### config.mk
export PLATFORM = sky130hd
export DESIGN_NAME = source_text_style_lexer_top
export DESIGN_NICKNAME = d
export VERILOG_FILES = /design/src/rtl/stl_pkg.sv /design/src/rtl/stl_classify.sv /design/src/rtl/source_text_style_lexer_top.sv
export SDC_FILE = /design/constraint.sdc
export NUM_CORES = 1
export LEC_CHECK = 0
export CORE_ASPECT_RATIO = 1.1
export CORE_MARGIN = 5
export CORE_UTILIZATION = 69
export DETAILED_ROUTE_END_ITERATION = 12
export DONT_BUFFER_PORTS = 1
export GPL_TIMING_DRIVEN = 0
export PLACE_DENSITY_LB_ADDON = 0.3
export RECOVER_POWER = 25
export SETUP_SLACK_MARGIN = 0.4
export SYNTH_ARGS = -nofsm -noshare
export SYNTH_HDL_FRONTEND = slang
export SYNTH_SLANG_ARGS = --single-unit
### constraint.sdc
create_clock -name i_clk -period 11.1 [get_ports i_clk]
set_input_delay 0.555 -clock i_clk [delete_from_list [all_inputs] [get_ports i_clk]]
set_output_delay 0.555 -clock i_clk [all_outputs]
set_load 0.005 [all_outputs]
### src/rtl/stl_pkg.sv
// Shared types, character codes and keyword tables for the source text lexer.
// Used by stl_classify and source_text_style_lexer_top; depends on nothing.
package stl_pkg;

    localparam int COMMENT_DEPTH = 8;
    localparam int LOOKAHEAD     = 23;

    localparam int FILL_W       = $clog2(LOOKAHEAD + 1);
    localparam int IDX_W        = $clog2(LOOKAHEAD);
    localparam int CLS_RAW_W    = $clog2(6 + COMMENT_DEPTH);
    localparam int CLS_W        = (CLS_RAW_W > 4) ? CLS_RAW_W : 4;
    localparam int BYTE_CLASS_W = 4;
    localparam int HEAD_W       = 3;
    localparam int CFG_W        = 4;
    localparam int CFG_IDX_W    = 1;

    typedef logic [7:0]                  t_byte;
    typedef logic [LOOKAHEAD-1:0][7:0]   t_win;
    typedef logic [CLS_W-1:0]            t_class;
    typedef logic [HEAD_W-1:0]           t_head;

    // class codes
    localparam t_class CLS_TEXT         = t_class'(0);
    localparam t_class CLS_STRING       = t_class'(1);
    localparam t_class CLS_SUBST        = t_class'(2);
    localparam t_class CLS_CODE         = t_class'(3);
    localparam t_class CLS_HEADING      = t_class'(4);
    localparam t_class CLS_COMMENT0     = t_class'(5);
    localparam t_class CLS_COMMENT_LAST = t_class'(4 + COMMENT_DEPTH);
    localparam t_class CLS_LIMIT        = t_class'(5 + COMMENT_DEPTH);

    localparam t_head HEAD_NONE = 3'd0;
    localparam t_head HEAD_DOC  = 3'd7;

    // configuration register indexes
    localparam logic [CFG_IDX_W-1:0] CFG_START_STYLE    = 1'b0;
    localparam logic [CFG_IDX_W-1:0] CFG_EXTENSION_MODE = 1'b1;

    // character codes
    localparam t_byte CH_TAB    = 8'h09;
    localparam t_byte CH_LF     = 8'h0A;
    localparam t_byte CH_CR     = 8'h0D;
    localparam t_byte CH_SP     = 8'h20;
    localparam t_byte CH_BANG   = 8'h21;
    localparam t_byte CH_DQUOTE = 8'h22;
    localparam t_byte CH_LPAR   = 8'h28;
    localparam t_byte CH_RPAR   = 8'h29;
    localparam t_byte CH_COMMA  = 8'h2C;
    localparam t_byte CH_MINUS  = 8'h2D;
    localparam t_byte CH_DOT    = 8'h2E;
    localparam t_byte CH_COLON  = 8'h3A;
    localparam t_byte CH_SEMI   = 8'h3B;
    localparam t_byte CH_QUEST  = 8'h3F;
    localparam t_byte CH_LBRACK = 8'h5B;
    localparam t_byte CH_RBRACK = 8'h5D;
    localparam t_byte CH_LBRACE = 8'h7B;
    localparam t_byte CH_RBRACE = 8'h7D;
    localparam t_byte UTF_LEAD  = 8'hE2;
    localparam t_byte UTF_MID   = 8'h80;
    localparam t_byte UTF_LQUOT = 8'h9C;
    localparam t_byte UTF_RQUOT = 8'h9D;

    // heading keywords, lower case, padded to KW_MAX
    localparam int KW_NUM = 6;
    localparam int KW_MAX = 7;
    localparam t_byte KW_CHARS [KW_NUM][KW_MAX] = '{
        '{"v", "o", "l", "u", "m", "e", 8'h00},
        '{"b", "o", "o", "k", 8'h00, 8'h00, 8'h00},
        '{"p", "a", "r", "t", 8'h00, 8'h00, 8'h00},
        '{"c", "h", "a", "p", "t", "e", "r"},
        '{"s", "e", "c", "t", "i", "o", "n"},
        '{"e", "x", "a", "m", "p", "l", "e"}
    };
    localparam int KW_LEN [KW_NUM] = '{6, 4, 4, 7, 7, 7};

    localparam int DOC_LEN  = 23;
    localparam logic [DOC_LEN*8-1:0] DOC_TEXT = "---- documentation ----";
    localparam bit DOC_FITS = (DOC_LEN <= LOOKAHEAD);
    localparam int DOC_CMP  = DOC_FITS ? DOC_LEN : LOOKAHEAD;

    typedef struct packed {
        t_class     cls;
        t_byte      prev;
        logic       lstart;
        logic [1:0] skip;
    } t_lex_state;

    typedef struct packed {
        t_lex_state nxt;
        t_class     cls_out;
        t_head      head;
    } t_emit;

    function automatic t_byte to_lower(input t_byte b);
        return (b inside {[8'h41:8'h5A]}) ? (b | 8'h20) : b;
    endfunction

    function automatic t_byte doc_char(input int i);
        return DOC_TEXT[(DOC_LEN-1-i)*8 +: 8];
    endfunction

    function automatic logic quote_ok(input t_byte p);
        return p inside {8'h00, CH_SP, CH_TAB, CH_CR, CH_LF, CH_DOT, CH_COMMA, CH_COLON,
                         CH_SEMI, CH_QUEST, CH_BANG, CH_LPAR, CH_RPAR, CH_LBRACE,
                         CH_RBRACE, CH_LBRACK, CH_RBRACK};
    endfunction

    // out-of-range start styles fall back to text
    function automatic t_class start_class(input logic [CFG_W-1:0] s);
        return (t_class'(s) >= CLS_LIMIT) ? CLS_TEXT : t_class'(s);
    endfunction

endpackage

### src/rtl/stl_classify.sv
// Classifies the oldest byte of the lookahead window and computes the next lexer state.
// Pure combinational; uses stl_pkg.
module stl_classify (
    input  stl_pkg::t_win               i_win,
    input  logic [stl_pkg::FILL_W-1:0]  i_fill,
    input  logic                        i_ext,
    input  stl_pkg::t_lex_state         i_st,
    output stl_pkg::t_emit              o_res
);
    import stl_pkg::*;

    logic [LOOKAHEAD-1:0] pv;
    t_win                 lw;
    logic [KW_NUM-1:0]    kw_hit;
    logic                 doc_hit;
    logic                 curly;
    logic                 alpha;
    t_head                level;
    t_byte                b;

    assign b = i_win[0];

    always_comb begin
        for (int i = 0; i < LOOKAHEAD; i++) begin
            pv[i] = (i_fill > FILL_W'(i));
            lw[i] = to_lower(i_win[i]);
        end
    end

    // keyword and marker compares, all against fixed window positions
    always_comb begin
        for (int k = 0; k < KW_NUM; k++) begin
            kw_hit[k] = pv[KW_LEN[k]] &&
                        ((i_win[KW_LEN[k]] == CH_SP) || (i_win[KW_LEN[k]] == CH_TAB) ||
                         (i_ext && (i_win[KW_LEN[k]] == CH_COLON)));
            for (int i = 0; i < KW_MAX; i++) begin
                if (i < KW_LEN[k]) begin
                    kw_hit[k] = kw_hit[k] && pv[i] && (lw[i] == KW_CHARS[k][i]);
                end
            end
        end
        doc_hit = i_ext && DOC_FITS;
        for (int i = 0; i < DOC_CMP; i++) begin
            doc_hit = doc_hit && pv[i] && (lw[i] == doc_char(i));
        end
    end

    always_comb begin
        level = HEAD_NONE;
        for (int k = KW_NUM - 1; k >= 0; k--) begin
            if (kw_hit[k]) begin
                level = HEAD_W'(k + 1);
            end
        end
        if (doc_hit) begin
            level = HEAD_DOC;
        end
    end

    assign curly = pv[2] && (i_win[0] == UTF_LEAD) && (i_win[1] == UTF_MID) &&
                   ((i_win[2] == UTF_LQUOT) || (i_win[2] == UTF_RQUOT));
    assign alpha = (b inside {[8'h41:8'h5A], [8'h61:8'h7A]});

    always_comb begin
        o_res.nxt      = i_st;
        o_res.nxt.prev = b;
        o_res.cls_out  = i_st.cls;
        o_res.head     = HEAD_NONE;
        if (i_st.skip != 2'd0) begin
            // tail bytes of a closing curly quote
            o_res.nxt.skip = i_st.skip - 2'd1;
            if (i_st.skip == 2'd1) begin
                o_res.nxt.cls = CLS_TEXT;
            end
        end else begin
            o_res.nxt.lstart = (b == CH_CR) || (b == CH_LF);
            if (i_st.cls == CLS_STRING || i_st.cls == CLS_SUBST) begin
                if (b == CH_DQUOTE) begin
                    o_res.nxt.cls = CLS_TEXT;
                end else if (curly) begin
                    o_res.nxt.skip = 2'd2;
                end else if (i_st.cls == CLS_STRING && b == CH_LBRACK) begin
                    o_res.cls_out = CLS_SUBST;
                    o_res.nxt.cls = CLS_SUBST;
                end else if (i_st.cls == CLS_SUBST && b == CH_RBRACK) begin
                    o_res.nxt.cls = CLS_STRING;
                end
            end else if (i_st.cls == CLS_CODE) begin
                if (b == CH_RPAR && i_st.prev == CH_MINUS) begin
                    o_res.nxt.cls = CLS_TEXT;
                end
            end else if (i_st.cls == CLS_HEADING) begin
                if (b == CH_CR || b == CH_LF) begin
                    o_res.cls_out = CLS_TEXT;
                    o_res.nxt.cls = CLS_TEXT;
                end
            end else if (i_st.cls inside {[CLS_COMMENT0:CLS_COMMENT_LAST]}) begin
                if (b == CH_LBRACK) begin
                    // deepest level ignores a further opening bracket
                    if (i_st.cls != CLS_COMMENT_LAST) begin
                        o_res.cls_out = i_st.cls + t_class'(1);
                        o_res.nxt.cls = i_st.cls + t_class'(1);
                    end
                end else if (b == CH_RBRACK) begin
                    o_res.nxt.cls = (i_st.cls == CLS_COMMENT0) ? CLS_TEXT
                                                               : i_st.cls - t_class'(1);
                end
            end else begin
                if (i_st.lstart && (alpha || b == CH_MINUS) && level != HEAD_NONE) begin
                    o_res.cls_out = CLS_HEADING;
                    o_res.nxt.cls = CLS_HEADING;
                    o_res.head    = level;
                end else if (b == CH_LBRACK) begin
                    o_res.cls_out = CLS_COMMENT0;
                    o_res.nxt.cls = CLS_COMMENT0;
                end else if (b == CH_LPAR && pv[1] && i_win[1] == CH_MINUS) begin
                    o_res.cls_out = CLS_CODE;
                    o_res.nxt.cls = CLS_CODE;
                end else if ((b == CH_DQUOTE || curly) && quote_ok(i_st.prev)) begin
                    o_res.cls_out = CLS_STRING;
                    o_res.nxt.cls = CLS_STRING;
                end else begin
                    o_res.cls_out = CLS_TEXT;
                    o_res.nxt.cls = CLS_TEXT;
                end
            end
        end
    end

endmodule

### src/rtl/source_text_style_lexer_top.sv
// Top level of the source text lexer: lookahead window, lexer state, result register.
// Depends on stl_pkg and stl_classify.
//
//  channel   direction  handshake           payload
//  input     in         i_valid / o_stall   i_text_byte, i_last_byte
//  result    out        o_valid / i_stall   o_out_byte, o_byte_class, o_heading_start,
//                                           o_final_result
//  config    in         i_cfg_we            i_cfg_index, i_cfg_data (no read-back)
//
// Unstalled steady state: one word in, one out per cycle. A byte is classified once
// LOOKAHEAD bytes (itself included) are pending, so the first result of a stream
// appears after the window fills. A word with i_last_byte set starts a flush that
// drains up to LOOKAHEAD results, one per unstalled cycle, with o_stall held.
// Synchronous active-low reset clears control state; window contents are not reset.
// A stall on the result side backs up into o_stall only once the window is full.
module source_text_style_lexer_top (
    input  logic                               i_clk,
    input  logic                               i_rst_n,
    // input words
    input  logic                               i_valid,
    output logic                               o_stall,
    input  logic [7:0]                         i_text_byte,
    input  logic                               i_last_byte,
    // result words
    output logic                               o_valid,
    input  logic                               i_stall,
    output logic [7:0]                         o_out_byte,
    output logic [stl_pkg::BYTE_CLASS_W-1:0]   o_byte_class,
    output logic [stl_pkg::HEAD_W-1:0]         o_heading_start,
    output logic                               o_final_result,
    // configuration writes
    input  logic                               i_cfg_we,
    input  logic [stl_pkg::CFG_IDX_W-1:0]      i_cfg_index,
    input  logic [stl_pkg::CFG_W-1:0]          i_cfg_data
);
    import stl_pkg::*;

    // configuration
    logic [CFG_W-1:0]  r_start_style;
    logic              r_ext;

    // lookahead window: r_win[0] is the oldest pending byte
    t_win              r_win, n_win;
    logic [FILL_W-1:0] r_fill, n_fill;
    logic              r_flush, n_flush;
    logic              r_started, n_started;
    t_lex_state        r_st, n_st;

    // result register
    logic              r_ovalid, n_ovalid;
    t_byte             r_obyte;
    logic [BYTE_CLASS_W-1:0] r_oclass;
    t_head             r_ohead;
    logic              r_ofinal;

    logic              w_accept;
    logic              w_have;
    logic              w_emit;
    logic              w_final;
    logic [FILL_W-1:0] w_wpos;
    t_emit             w_res;

    stl_classify u_classify (
        .i_win  (r_win),
        .i_fill (r_fill),
        .i_ext  (r_ext),
        .i_st   (r_st),
        .o_res  (w_res)
    );

    // a result is due when the window is full, or anything is pending in a flush
    assign w_have   = (r_fill == FILL_W'(LOOKAHEAD)) || (r_flush && (r_fill != '0));
    assign w_emit   = w_have && (!r_ovalid || !i_stall);
    assign w_final  = r_flush && (r_fill == FILL_W'(1));
    assign o_stall  = r_flush || ((r_fill == FILL_W'(LOOKAHEAD)) && !w_emit);
    assign w_accept = i_valid && !o_stall;
    // new byte lands after the shift
    assign w_wpos   = r_fill - FILL_W'(w_emit);

    always_comb begin
        // oldest byte leaves from slot 0
        n_win = w_emit ? (r_win >> 8) : r_win;
        for (int i = 0; i < LOOKAHEAD; i++) begin
            if (w_accept && (w_wpos == FILL_W'(i))) begin
                n_win[i] = i_text_byte;
            end
        end
    end

    always_comb begin
        n_fill    = r_fill - FILL_W'(w_emit) + FILL_W'(w_accept);
        n_flush   = r_flush;
        n_started = r_started;
        n_st      = r_st;
        n_ovalid  = r_ovalid && i_stall;
        if (w_accept) begin
            n_started = 1'b1;
            if (i_last_byte) begin
                n_flush = 1'b1;
            end
        end
        if (w_emit) begin
            n_ovalid = 1'b1;
            if (w_final) begin
                // stream done: back to reset state, registers kept
                n_flush       = 1'b0;
                n_started     = 1'b0;
                n_st.cls      = start_class(r_start_style);
                n_st.prev     = '0;
                n_st.lstart   = 1'b1;
                n_st.skip     = 2'd0;
            end else begin
                n_st = w_res.nxt;
            end
        end else if (!r_started) begin
            // track start_style until the stream's first byte
            n_st.cls = start_class(r_start_style);
        end
    end

    always_ff @(posedge i_clk) begin
        if (!i_rst_n) begin
            r_start_style <= '0;
            r_ext         <= 1'b0;
            r_fill        <= '0;
            r_flush       <= 1'b0;
            r_started     <= 1'b0;
            r_st.cls      <= CLS_TEXT;
            r_st.prev     <= '0;
            r_st.lstart   <= 1'b1;
            r_st.skip     <= 2'd0;
            r_ovalid      <= 1'b0;
        end else begin
            if (i_cfg_we) begin
                case (i_cfg_index)
                    CFG_START_STYLE:    r_start_style <= i_cfg_data;
                    CFG_EXTENSION_MODE: r_ext         <= i_cfg_data[0];
                    default: ;
                endcase
            end
            r_fill    <= n_fill;
            r_flush   <= n_flush;
            r_started <= n_started;
            r_st      <= n_st;
            r_ovalid  <= n_ovalid;
        end
    end

    always_ff @(posedge i_clk) begin
        r_win <= n_win;
        if (w_emit) begin
            r_obyte  <= r_win[0];
            r_oclass <= w_res.cls_out[BYTE_CLASS_W-1:0];
            r_ohead  <= w_res.head;
            r_ofinal <= w_final;
        end
    end

    assign o_valid         = r_ovalid;
    assign o_out_byte      = r_obyte;
    assign o_byte_class    = r_oclass;
    assign o_heading_start = r_ohead;
    assign o_final_result  = r_ofinal;

    // window never overfills
    a_fill_bound: assert property (@(posedge i_clk) disable iff (!i_rst_n)
        r_fill <= FILL_W'(LOOKAHEAD))
        else $error("lookahead window overfilled");

    // the final result empties the window and ends the flush
    a_flush_end: assert property (@(posedge i_clk) disable iff (!i_rst_n)
        (w_emit && w_final) |=> ((r_fill == '0) && !r_flush && !r_started))
        else $error("flush did not end cleanly");

    // curly-quote tail bytes only occur while closing a string or substitution
    a_skip_cls: assert property (@(posedge i_clk) disable iff (!i_rst_n)
        (r_st.skip != 2'd0) |-> ((r_st.cls == CLS_STRING) || (r_st.cls == CLS_SUBST)))
        else $error("quote skip outside string");

    // a heading start is always reported with the heading class
    a_head_cls: assert property (@(posedge i_clk) disable iff (!i_rst_n)
        (o_valid && (o_heading_start != HEAD_NONE)) |->
            (o_byte_class == CLS_HEADING[BYTE_CLASS_W-1:0]))
        else $error("heading start without heading class");

endmodule

==> impl_metrics.env, run 1 <==
export IMPL_cts_setup_buffers=0
export IMPL_drv_slew=0
export IMPL_status="finished clean"
export IMPL_worst_pin_slew_ns=1.482
export IMPL_skew_ns=0.01504
export IMPL_ant_nets=0
export IMPL_synth_cell_types=87
export IMPL_track_usage_pct=36.25
export IMPL_intPower_mw=2.076
export IMPL_switchingPower_mw=1.170
export IMPL_synthesis_nets=1111
export IMPL_cts_tree="built"
export IMPL_drc=0
export IMPL_final_hold_viol_count=0
export IMPL_synth_area_per_cell_um2=11.90
export IMPL_drive_gt1_share_pct=23.56
export IMPL_cts_sinks=228
export IMPL_place_ws_ns=5.218
export IMPL_dpl_cell_area_um2=13200
export IMPL_drt_iter0_markers=1372
export IMPL_netlist_area_um2=12900
export IMPL_fin_setup_tns_ns=0
export IMPL_port_buffer_count=0
export IMPL_critPathMaxFanout=26
export IMPL_antennaDiodeCount=0
export IMPL_setup_slack_ns=4.809
export IMPL_rsz0062_at_grt="false"
export IMPL_hold_path_class="primary input to register"
export IMPL_multi_input_area_um2=5989
export IMPL_fin_crit_ns=6.291
export IMPL_post_route_period_util_pct=56.68
export IMPL_clk_latency_ns=0.53
export IMPL_ys_flop_type="edfxtp_1"
export IMPL_area_sequential_um2=6566
export IMPL_grt_max_degree=27
export IMPL_cts_hold_buf=0
export IMPL_nNetsFinal=1138
export IMPL_endpoint_kind="register"
export IMPL_synth_edf_count=200
export IMPL_seqPwrFrac_pct=43.9
export IMPL_pwr_share_clk_pct=27.0
export IMPL_p_leak_nw=4.400
export IMPL_dr_pass1_iters=6
export IMPL_p_per_area_nw_per_um2=231.9
export IMPL_die_height_um=153.4
export IMPL_setup_viol=0
export IMPL_grt_pass1_wl_um=60210
export IMPL_drt_wirelength_per_cell_um=29.13
export IMPL_vias=10240
export IMPL_h_tree_depth=1
export IMPL_cts_buffers=25
export IMPL_synthArstFlopShare_pct=0
export IMPL_synth_warnings=0
export IMPL_drt_total_wl_um=39970
export IMPL_grt_overflow=0
export IMPL_critPathLaunchType="register"
export IMPL_hpwl_um=28940
export IMPL_ys_seq_area_share_pct=50.91
export IMPL_area_growth_pct=8.537
export IMPL_ys_seq_elements=228
export IMPL_fill_cells=1199
export IMPL_syn_inst=1084
export IMPL_grt_pass1_vias=9896
export IMPL_start_util_pct=70.05
export IMPL_clockBufferDepth=3
export IMPL_grt_antenna_before_repair=0
export IMPL_ios=37
export IMPL_dieArea_um2=21530
export IMPL_relSlewSlack_pct=1.199
export IMPL_cts_root_buf="clkbuf_16"
export IMPL_die_width_um=140.4
export IMPL_rows=52
export IMPL_fmax_ghz=0.1590
export IMPL_drt_vias_per_instance=7.462
export IMPL_regToRegSetupSlack_ns=4.81
export IMPL_sw_frac_of_total_pct=36.05
export IMPL_final_cell_area_um2=14000
export IMPL_crit_type="register to register"
export IMPL_core_um2=18410
export IMPL_drv_cap=0
export IMPL_vdd_drop_max_mv=0.1641
export IMPL_gp_congestion=0.9983
export IMPL_arrival_ns=6.44
export IMPL_critical_path_required_ns=11.24
export IMPL_path_clk_slew_ns=0.07
export IMPL_cts_resized=0
export IMPL_power_frac_comb_pct=29.1
-- area by class of cell --
cell class	instances	share of cell area, %
Sequential cell	228	46.91
Multi-Input combinational cell	785	42.79
Clock buffer	25	4.469
Tap cell	243	2.172
Clock inverter	20	1.627
Buffer	47	1.394
Inverter	24	0.6435
-- metal layers --
layer  track usage (%)  vias to the layer above  routed length, um
met5                 0                        -                  0
met4             20.49                        0               2865
met3             5.531                      217               3710
met2             59.83                      779              19130
met1             45.63                     4903              14260
li1                  -                     4339                  -
-- metrics by stage --
stage | utilization [%] | instances | total power, mW | hold slack [ns]
6_report | 76.03 | 1372 | 3.246 | 0.08718
5_1_grt | 76.03 | 1372 | 3.354 | 0.09210
4_1_cts | 76.33 | 1372 | 3.213 | 0.08642
3_5_place_dp | 71.70 | 1327 | 2.343 | 0.4387
3_3_place_gp | 71.70 | 1327 | 2.317 | 0.4548
2_1_floorplan | - | 1084 | 2.011 | 0.4206
-- cells by family (layout without fill, tap and decap cells) --
family,Yosys count,after routing,synth area share [%]
buffers and inverters,71,116,2.270
muxes,180,180,15.67
adders and majority gates,8,8,0.7761
xor gates and xnor gates,13,13,0.8828
and+or+nand+nor,429,429,21.01
AOI/OAI and AO/OA,155,155,8.479
DFF,228,228,50.91
-- cell usage in the layout (no fill, tap or decap), types with 24 or more instances in the layout --
master | synthesis | layout
edfxtp_1 | 200 | 200
mux2_2 | 175 | 175
nand2_1 | 64 | 64
nor2_1 | 54 | 57
o21ai_0 | 45 | 46
clkbuf_1 | 32 | 36
a21oi_1 | 34 | 34
nand3_1 | 33 | 33
nand4_1 | 31 | 32
dfxtp_1 | 28 | 28
nor4b_1 | 25 | 25
clkbuf_16 | 0 | 25
nor3_1 | 23 | 24
nand4b_1 | 24 | 24
-- final timing paths --
path	cells after the start	end	start
max	12	r_win[10]$_DFFE_PP_	r_fill[3]$_SDFF_PN0_
min	1	r_st[2]$_SDFFE_PN1P_	i_rst_n
max reg2reg	12	r_win[10]$_DFFE_PP_	r_fill[3]$_SDFF_PN0_
min reg2reg	0	o_out_byte[0]$_DFFE_PP_	r_win[0]$_DFFE_PP_
-- worst max-delay path, stage by stage, from the launching register on --
cell	delay, ns
dfxtp_1	0.37
clkbuf_1	0.28
o41ai_1	0.53
nor2_1	0.11
nor2_1	0.45
inv_1	0.36
clkbuf_1	0.67
ha_1	0.50
ha_1	0.29
nand2_1	0.11
xor2_1	0.36
nand4_1	0.62
o21ai_0	1.24
-- sequential cells by signal, summed over array words and instances (netlist names) --
name             flops
r_win              184
r_fill               5
o_heading_start      3
o_final_result       1
o_out_byte           8
o_byte_class         4
r_start_style        4
o_valid              1
r_ext                1
r_st                15
r_flush              1
r_started            1
-- cells in the mapped netlist, types with 6 or more instances --
| library cell | instances | area, um2 |
|---|---|---|
| nor4_1 | 18 | 112.6 |
| edfxtp_1 | 200 | 6006 |
| or4_1 | 7 | 52.55 |
| a31oi_1 | 9 | 56.30 |
| mux2_2 | 175 | 1971 |
| nor3b_1 | 9 | 67.56 |
| nor2_1 | 54 | 202.7 |
| ha_1 | 8 | 100.1 |
| nand3_1 | 33 | 165.2 |
| xnor2_1 | 9 | 78.83 |
| or2_2 | 8 | 50.05 |
| inv_1 | 23 | 86.33 |
| or3_1 | 7 | 43.79 |
| nand2b_1 | 6 | 37.54 |
| nor4bb_1 | 23 | 230.2 |
| nor3_1 | 23 | 115.1 |
| and2_1 | 13 | 81.33 |
| clkbuf_1 | 32 | 120.1 |
| o21ai_0 | 45 | 225.2 |
| buf_2 | 9 | 45.04 |
| dfxtp_1 | 28 | 560.5 |
| nand4_1 | 31 | 193.9 |
| nand3b_1 | 7 | 52.55 |
| nand4b_1 | 24 | 210.2 |
| a21oi_1 | 34 | 170.2 |
| nor4b_1 | 25 | 219.0 |
| and4b_1 | 8 | 80.08 |
| nand2_1 | 64 | 240.2 |
| nor2_2 | 15 | 93.84 |
| nor2b_1 | 23 | 143.9 |
-- power by group through the flow --
| stage | Clock (mW) | Sequential, mW | Combinational (mW) |
|---|---|---|---|
| after detailed placement | 0 | 1.43 | 0.917 |
| after floorplan | 0 | 1.33 | 0.684 |
| after CTS | 0.874 | 1.41 | 0.929 |
| after global routing | 0.915 | 1.43 | 1.01 |
| after global placement | 0 | 1.42 | 0.898 |
| final | 0.876 | 1.42 | 0.946 |
(Power assumes the default switching activity.)
==> run 2, diff against run 1 <==
- CORE_UTILIZATION: 69 -> 58
- clock period: 11.1 -> 5.4 ns (I/O delays scaled with it)
==> run 2 against run 1 <==
Net effect: first-iteration DRC count decreased by 15%; utilization decreased by 11 points; clock power increased by 99%; sequential power increased by 100%; setup slack got worse by 4.3 ns; critical endpoint is now r_win[98]$_DFFE_PP_; the run now ends with capacitance limit left; sequential cell count unchanged; largest power group unchanged; highest routed layer unchanged.
==> impl_metrics.env, run 2 (synthesis results as in run 1) <==
export IMPL_hold_path_class="primary input to register"
export IMPL_status="complete, but fails checks"
export IMPL_place_ws_ns=-0.5249
export IMPL_core_um2=21970
export IMPL_final_cell_mix="edfxtp_1, mux2_2, nand2_1, nor2_1, clkbuf_1"
export IMPL_hold_worst_slack_ns=0.1965
export IMPL_antennaDiodeCount=0
export IMPL_hpwl_um=28690
export IMPL_top_register="r_win"
export IMPL_cts_root_buf="clkbuf_16"
export IMPL_track_usage_pct=30.08
export IMPL_drc=0
export IMPL_area_sequential_um2=6566
export IMPL_power_frac_comb_pct=30.5
export IMPL_cts_buffers=24
export IMPL_drv_slew=0
export IMPL_gp_congestion=0.9852
export IMPL_multi_input_area_um2=6067
export IMPL_nNetsFinal=1160
export IMPL_dr_pass1_iters=5
export IMPL_skew_ns=0.01812
export IMPL_grt_overflow=0
export IMPL_worst_pin_slew_ns=1.461
export IMPL_dieArea_um2=25320
export IMPL_die_height_um=166.4
export IMPL_clockBufferDepth=3
export IMPL_cts_tree="built"
export IMPL_final_cells=1445
export IMPL_vdd_drop_max_mv=0.3074
export IMPL_grt_max_degree=27
export IMPL_relSlewSlack_pct=1.826
export IMPL_p_leak_nw=4.505
export IMPL_final_cell_area_um2=14350
export IMPL_drive_gt1_share_pct=24.70
export IMPL_drv_cap=1
export IMPL_clk_latency_ns=0.53
export IMPL_ios=37
export IMPL_path_clk_slew_ns=0.06
export IMPL_total_power_mw=6.703
export IMPL_pwr_share_clk_pct=26.0
export IMPL_finish_utilization_pct=65.32
export IMPL_cts_sinks=228
export IMPL_final_common_cell="edfxtp_1"
export IMPL_place_inst=1379
export IMPL_grt_pass1_wl_um=59100
export IMPL_dpl_cell_area_um2=13270
export IMPL_post_route_period_util_pct=90.82
export IMPL_start_util_pct=58.71
export IMPL_area_growth_pct=11.25
export IMPL_sw_frac_of_total_pct=35.67
export IMPL_violations="capacitance limit"
export IMPL_rows=57
export IMPL_die_width_um=152.2
export IMPL_port_buffer_count=0
export IMPL_switchingPower_mw=2.391
export IMPL_rsz0062_at_grt="false"
export IMPL_ant_nets=0
export IMPL_critPathLaunchType="register"
export IMPL_seqPwrFrac_pct=43.5
export IMPL_endpoint_kind="register"
export IMPL_fill_cells=1713
export IMPL_grt_pass1_vias=9763
export IMPL_h_tree_depth=1
export IMPL_setup_slack_ns=0.4957
export IMPL_largest_register_ffs=184
export IMPL_vias=9989
export IMPL_drt_total_wl_um=39530
export IMPL_arrival_ns=5.12
export IMPL_grt_antenna_before_repair=0
export IMPL_drt_vias_per_instance=6.913
export IMPL_fmax_ghz=0.2039
export IMPL_fin_setup_tns_ns=0
export IMPL_setup_viol=0
export IMPL_critPathMaxFanout=26
export IMPL_intPower_mw=4.312
export IMPL_drt_wirelength_per_cell_um=27.35
export IMPL_crit_type="register to register"
export IMPL_fin_crit_ns=4.904
export IMPL_critical_path_required_ns=5.61
export IMPL_drt_iter0_markers=1170
export IMPL_p_per_area_nw_per_um2=467.1
export IMPL_final_hold_viol_count=0
## run 2: changes by cell type in the layout (fill, tap and decap cells not counted), sizes merged
cell / previous run / this run
dlygate4sd3: 0 / 17
clkinvlp: 3 / 1
clkbuf: 61 / 65
inv: 24 / 23
buf: 11 / 17
clkinv: 12 / 9
## run 2: path summary, 6_finish.rpt
check | startpoint | endpoint | slack [ns] | cells past startpoint
hold / removal | i_cfg_index | r_start_style[1]$_SDFFE_PN0P_ | 0.20 | 4
hold reg to reg | r_st[10]$_SDFFE_PN0P_ | r_st[10]$_SDFFE_PN0P_ | 0.48 | 2
setup / recovery | r_fill[3]$_SDFF_PN0_ | r_win[98]$_DFFE_PP_ | 0.50 | 14
setup reg to reg | r_fill[3]$_SDFF_PN0_ | r_win[98]$_DFFE_PP_ | 0.50 | 14
## run 2: per-layer routing
metal / GRT usage, % / part of all wire, % / vias up / routed length [um]
li1: - / - / 4387 / -
met1: 36.83 / 36 / 4871 / 14260
met2: 50.58 / 49 / 588 / 19310
met3: 5.968 / 9.2 / 143 / 3628
met4: 15.52 / 5.9 / 0 / 2322
met5: 0 / 0 / - / 0
## run 2: final cells by class
cell class                 instances  area share (%)
sequential                       228           45.76
clock inverter                    14           1.317
buffer                            47           1.404
inverter                          24          0.6278
timing repair buffer              23           1.570
tap                              295           2.572
clock buffer                      29           4.465
multi-input combinational        785           42.28
## run 2: worst max-delay path, cell delays in order (launching register included)
cell and delay, ns:
dfxtp_1 0.36, buf_2 0.23, o41ai_1 0.46, nor2_1 0.12, nor2_2 0.33, inv_1 0.30, clkbuf_4 0.39, ha_1 0.30
ha_1 0.29, nand2_1 0.12, xor2_1 0.40, nand2_1 0.29, nor2_1 0.21, nand3_1 0.42, nand2_2 0.37
## run 2: power by group through the flow
stage | Combinational [mW] | Sequential (mW) | Clock, mW
final | 2.05 | 2.91 | 1.74
after global routing | 2.18 | 2.94 | 1.84
after CTS | 1.97 | 2.90 | 1.76
after detailed placement | 1.90 | 2.93 | 0
after global placement | 1.88 | 2.92 | 0
after floorplan | 1.41 | 2.73 | 0
## run 2: repair_timing
action,CTS,global route
pin swaps,2,2
endpoints found under the hold margin,39,0
gates resized for setup,20,14
hold buffers,17,0
setup buffers,4,2
setup endpoints to repair,368,230
==> run 3, diff against run 2 <==
- CORE_MARGIN: 5 -> 10
- SKIP_LAST_GASP: default -> 1
- clock period: 5.4 -> 4.3 ns (I/O delays scaled with it)
==> run 3 against run 2 <==
Net effect: critical path depth is 2 lower; fmax rose by 25%; first-iteration DRC count decreased by 16%; register-to-register slack worse by 0.13 ns; the run now ends clean; highest routed layer unchanged; non-clock buffer count grew 3; critical path type unchanged; hold slack lost 0.062 ns; cell area rose by 1.7%; sequential cell count is the same; count of clock-buffer cells in the layout decreased by 2; global-route usage is 3.1 points lower; sequential share of layout area decreased by 0.75 points; clock power rose by 25%.
==> impl_metrics.env, run 3 (synthesis results as in run 1) <==
export IMPL_drt_wirelength_per_cell_um=27.54
export IMPL_hold_worst_slack_ns=0.1343
export IMPL_dr_pass1_iters=6
export IMPL_antennaDiodeCount=0
export IMPL_grt_pass1_vias=9701
export IMPL_status="finished clean"
export IMPL_drt_total_wl_um=39900
export IMPL_hold_start="i_cfg_index"
export IMPL_drv_slew=0
export IMPL_finish_utilization_pct=66.42
export IMPL_path_cells="buf_4 -> o41ai_2 -> nor2_2 -> nor2_1 -> inv_4 -> clkbuf_16 -> ha_1 -> ha_4 -> xnor2_2 -> nand4_4 -> nor2_1 -> mux2_2"
export IMPL_grt_overflow=0
export IMPL_multi_input_area_um2=6266
export IMPL_fill_cells=1676
export IMPL_dpl_cell_area_um2=13280
export IMPL_grt_max_degree=27
export IMPL_start_util_pct=58.71
export IMPL_p_per_area_nw_per_um2=587.7
export IMPL_crit_slowest_cell="nor2_1"
export IMPL_nNetsFinal=1164
export IMPL_worst_pin_slew_ns=1.388
export IMPL_largest_register_ffs=184
export IMPL_drt_iter0_markers=986
export IMPL_core_um2=21970
export IMPL_vdd_drop_max_mv=0.3168
export IMPL_clockBufferDepth=3
export IMPL_final_cell_mix="edfxtp_1, mux2_2, nand2_1, nor2_1, clkbuf_1"
export IMPL_crit_top_cell="nor2_1"
export IMPL_gp_congestion=1.014
export IMPL_h_tree_depth=1
export IMPL_final_cell_area_um2=14590
export IMPL_cp_slowest_stage_delay_ns=0.59
export IMPL_drive_gt1_share_pct=27.21
export IMPL_holdPathStages=4
export IMPL_setup_slack_ns=0.3684
export IMPL_fmax_ghz=0.2543
export IMPL_crit_start="r_fill[3]$_SDFF_PN0_"
export IMPL_final_common_cell="edfxtp_1"
export IMPL_area_growth_pct=13.12
export IMPL_cts_tree="built"
export IMPL_critPathMaxFanout=26
export IMPL_critPathTopFamily="simple AND/OR/NAND/NOR gates"
export IMPL_grt_pass1_wl_um=59730
export IMPL_hpwl_um=28580
export IMPL_drv_cap=0
export IMPL_cts_sinks=228
export IMPL_vias=10110
export IMPL_rsz0062_at_grt="false"
export IMPL_place_ws_ns=-0.8203
export IMPL_endpoint_kind="register"
export IMPL_path_clk_slew_ns=0.06
export IMPL_cts_buffers=25
export IMPL_final_hold_viol_count=0
export IMPL_die_width_um=162.2
export IMPL_relSlewSlack_pct=6.733
export IMPL_drt_vias_per_instance=6.975
export IMPL_post_route_period_util_pct=91.43
export IMPL_ant_nets=0
export IMPL_p_leak_nw=4.595
export IMPL_ios=37
export IMPL_die_height_um=176.4
export IMPL_path_buf_inv=3
export IMPL_grt_antenna_before_repair=0
export IMPL_arrival_ns=4.21
export IMPL_port_buffer_count=0
export IMPL_top_register="r_win"
export IMPL_clk_latency_ns=0.53
export IMPL_setup_viol=0
export IMPL_area_sequential_um2=6566
export IMPL_rows=57
export IMPL_track_usage_pct=26.97
export IMPL_rr_worst_depth=12
export IMPL_reg2reg_from="r_fill[3]$_SDFF_PN0_"
export IMPL_fin_crit_ns=3.932
export IMPL_cp_depth=12
export IMPL_critPathLaunchType="register"
export IMPL_crit_type="register to register"
export IMPL_drc=0
export IMPL_dieArea_um2=28610
export IMPL_cts_root_buf="clkbuf_16"
export IMPL_hold_path_class="primary input to register"
export IMPL_skew_ns=0.01598
export IMPL_critical_path_required_ns=4.58
## run 3: path summary, 6_finish.rpt
path | end | slack, ns
max | r_win[149]$_DFFE_PP_ | 0.37
min | r_start_style[1]$_SDFFE_PN0P_ | 0.13
max reg2reg | r_win[149]$_DFFE_PP_ | 0.37
min reg2reg | o_out_byte[4]$_DFFE_PP_ | 0.48
## run 3: what timing repair did
item                                   CTS  global route
hold buffers                            17             0
gates resized for setup                 52            10
setup endpoints to repair              369           358
cloned                                   0             0
pin swaps                                4             5
setup buffers                            5             4
endpoints found under the hold margin   39             0
## run 3: where the power goes
| group | internal, mW | total (mW) | switching, mW | leakage, nW |
|---|---|---|---|---|
| logic | 1.01 | 2.74 | 1.73 | 2.13 |
| registers | 3.13 | 3.66 | 0.527 | 2.06 |
| clock network | 1.30 | 2.17 | 0.875 | 0.403 |
| total | 5.44 | 8.57 | 3.13 | 4.60 |
## run 3: layout make-up
cell class	instances	area share [%]
Tap cell	295	2.530
Clock inverter	17	1.278
Timing Repair Buffer	26	1.690
Sequential cell	228	45.01
Multi-Input combinational cell	785	42.95
Inverter	24	0.6346
Clock buffer	27	4.340
Buffer	47	1.569
## run 3: routing by layer
metal | up-vias | global-route usage (%) | part of all wire (%)
met5 | - | 0 | 0
met4 | 0 | 12.59 | 5.5
met3 | 153 | 3.913 | 8.1
met2 | 608 | 46.15 | 49
met1 | 4954 | 32.96 | 38
li1 | 4392 | - | -
## run 3: metrics by stage
step	power (mW)	TNS [ns]	instances
floorplan	5.203	0	1084
global placement	6.017	-190.55	1379
global route	8.878	0	1449
finish	8.574	0	1449
CTS	8.448	0	1445
detailed placement	6.063	-214.04	1379
## run 3: worst reg2reg max path: cells and delay by family, from the launching register on
family,cells,cell delay [ns]
flip-flops,1,0.37
XOR/XNOR,1,0.33
AND/OR/NAND/NOR,4,1.11
buffers and inverters,3,0.58
adder cells (fa/ha/maj),2,0.50
multiplexers,1,0.42
AO/OA/AOI/OAI,1,0.38
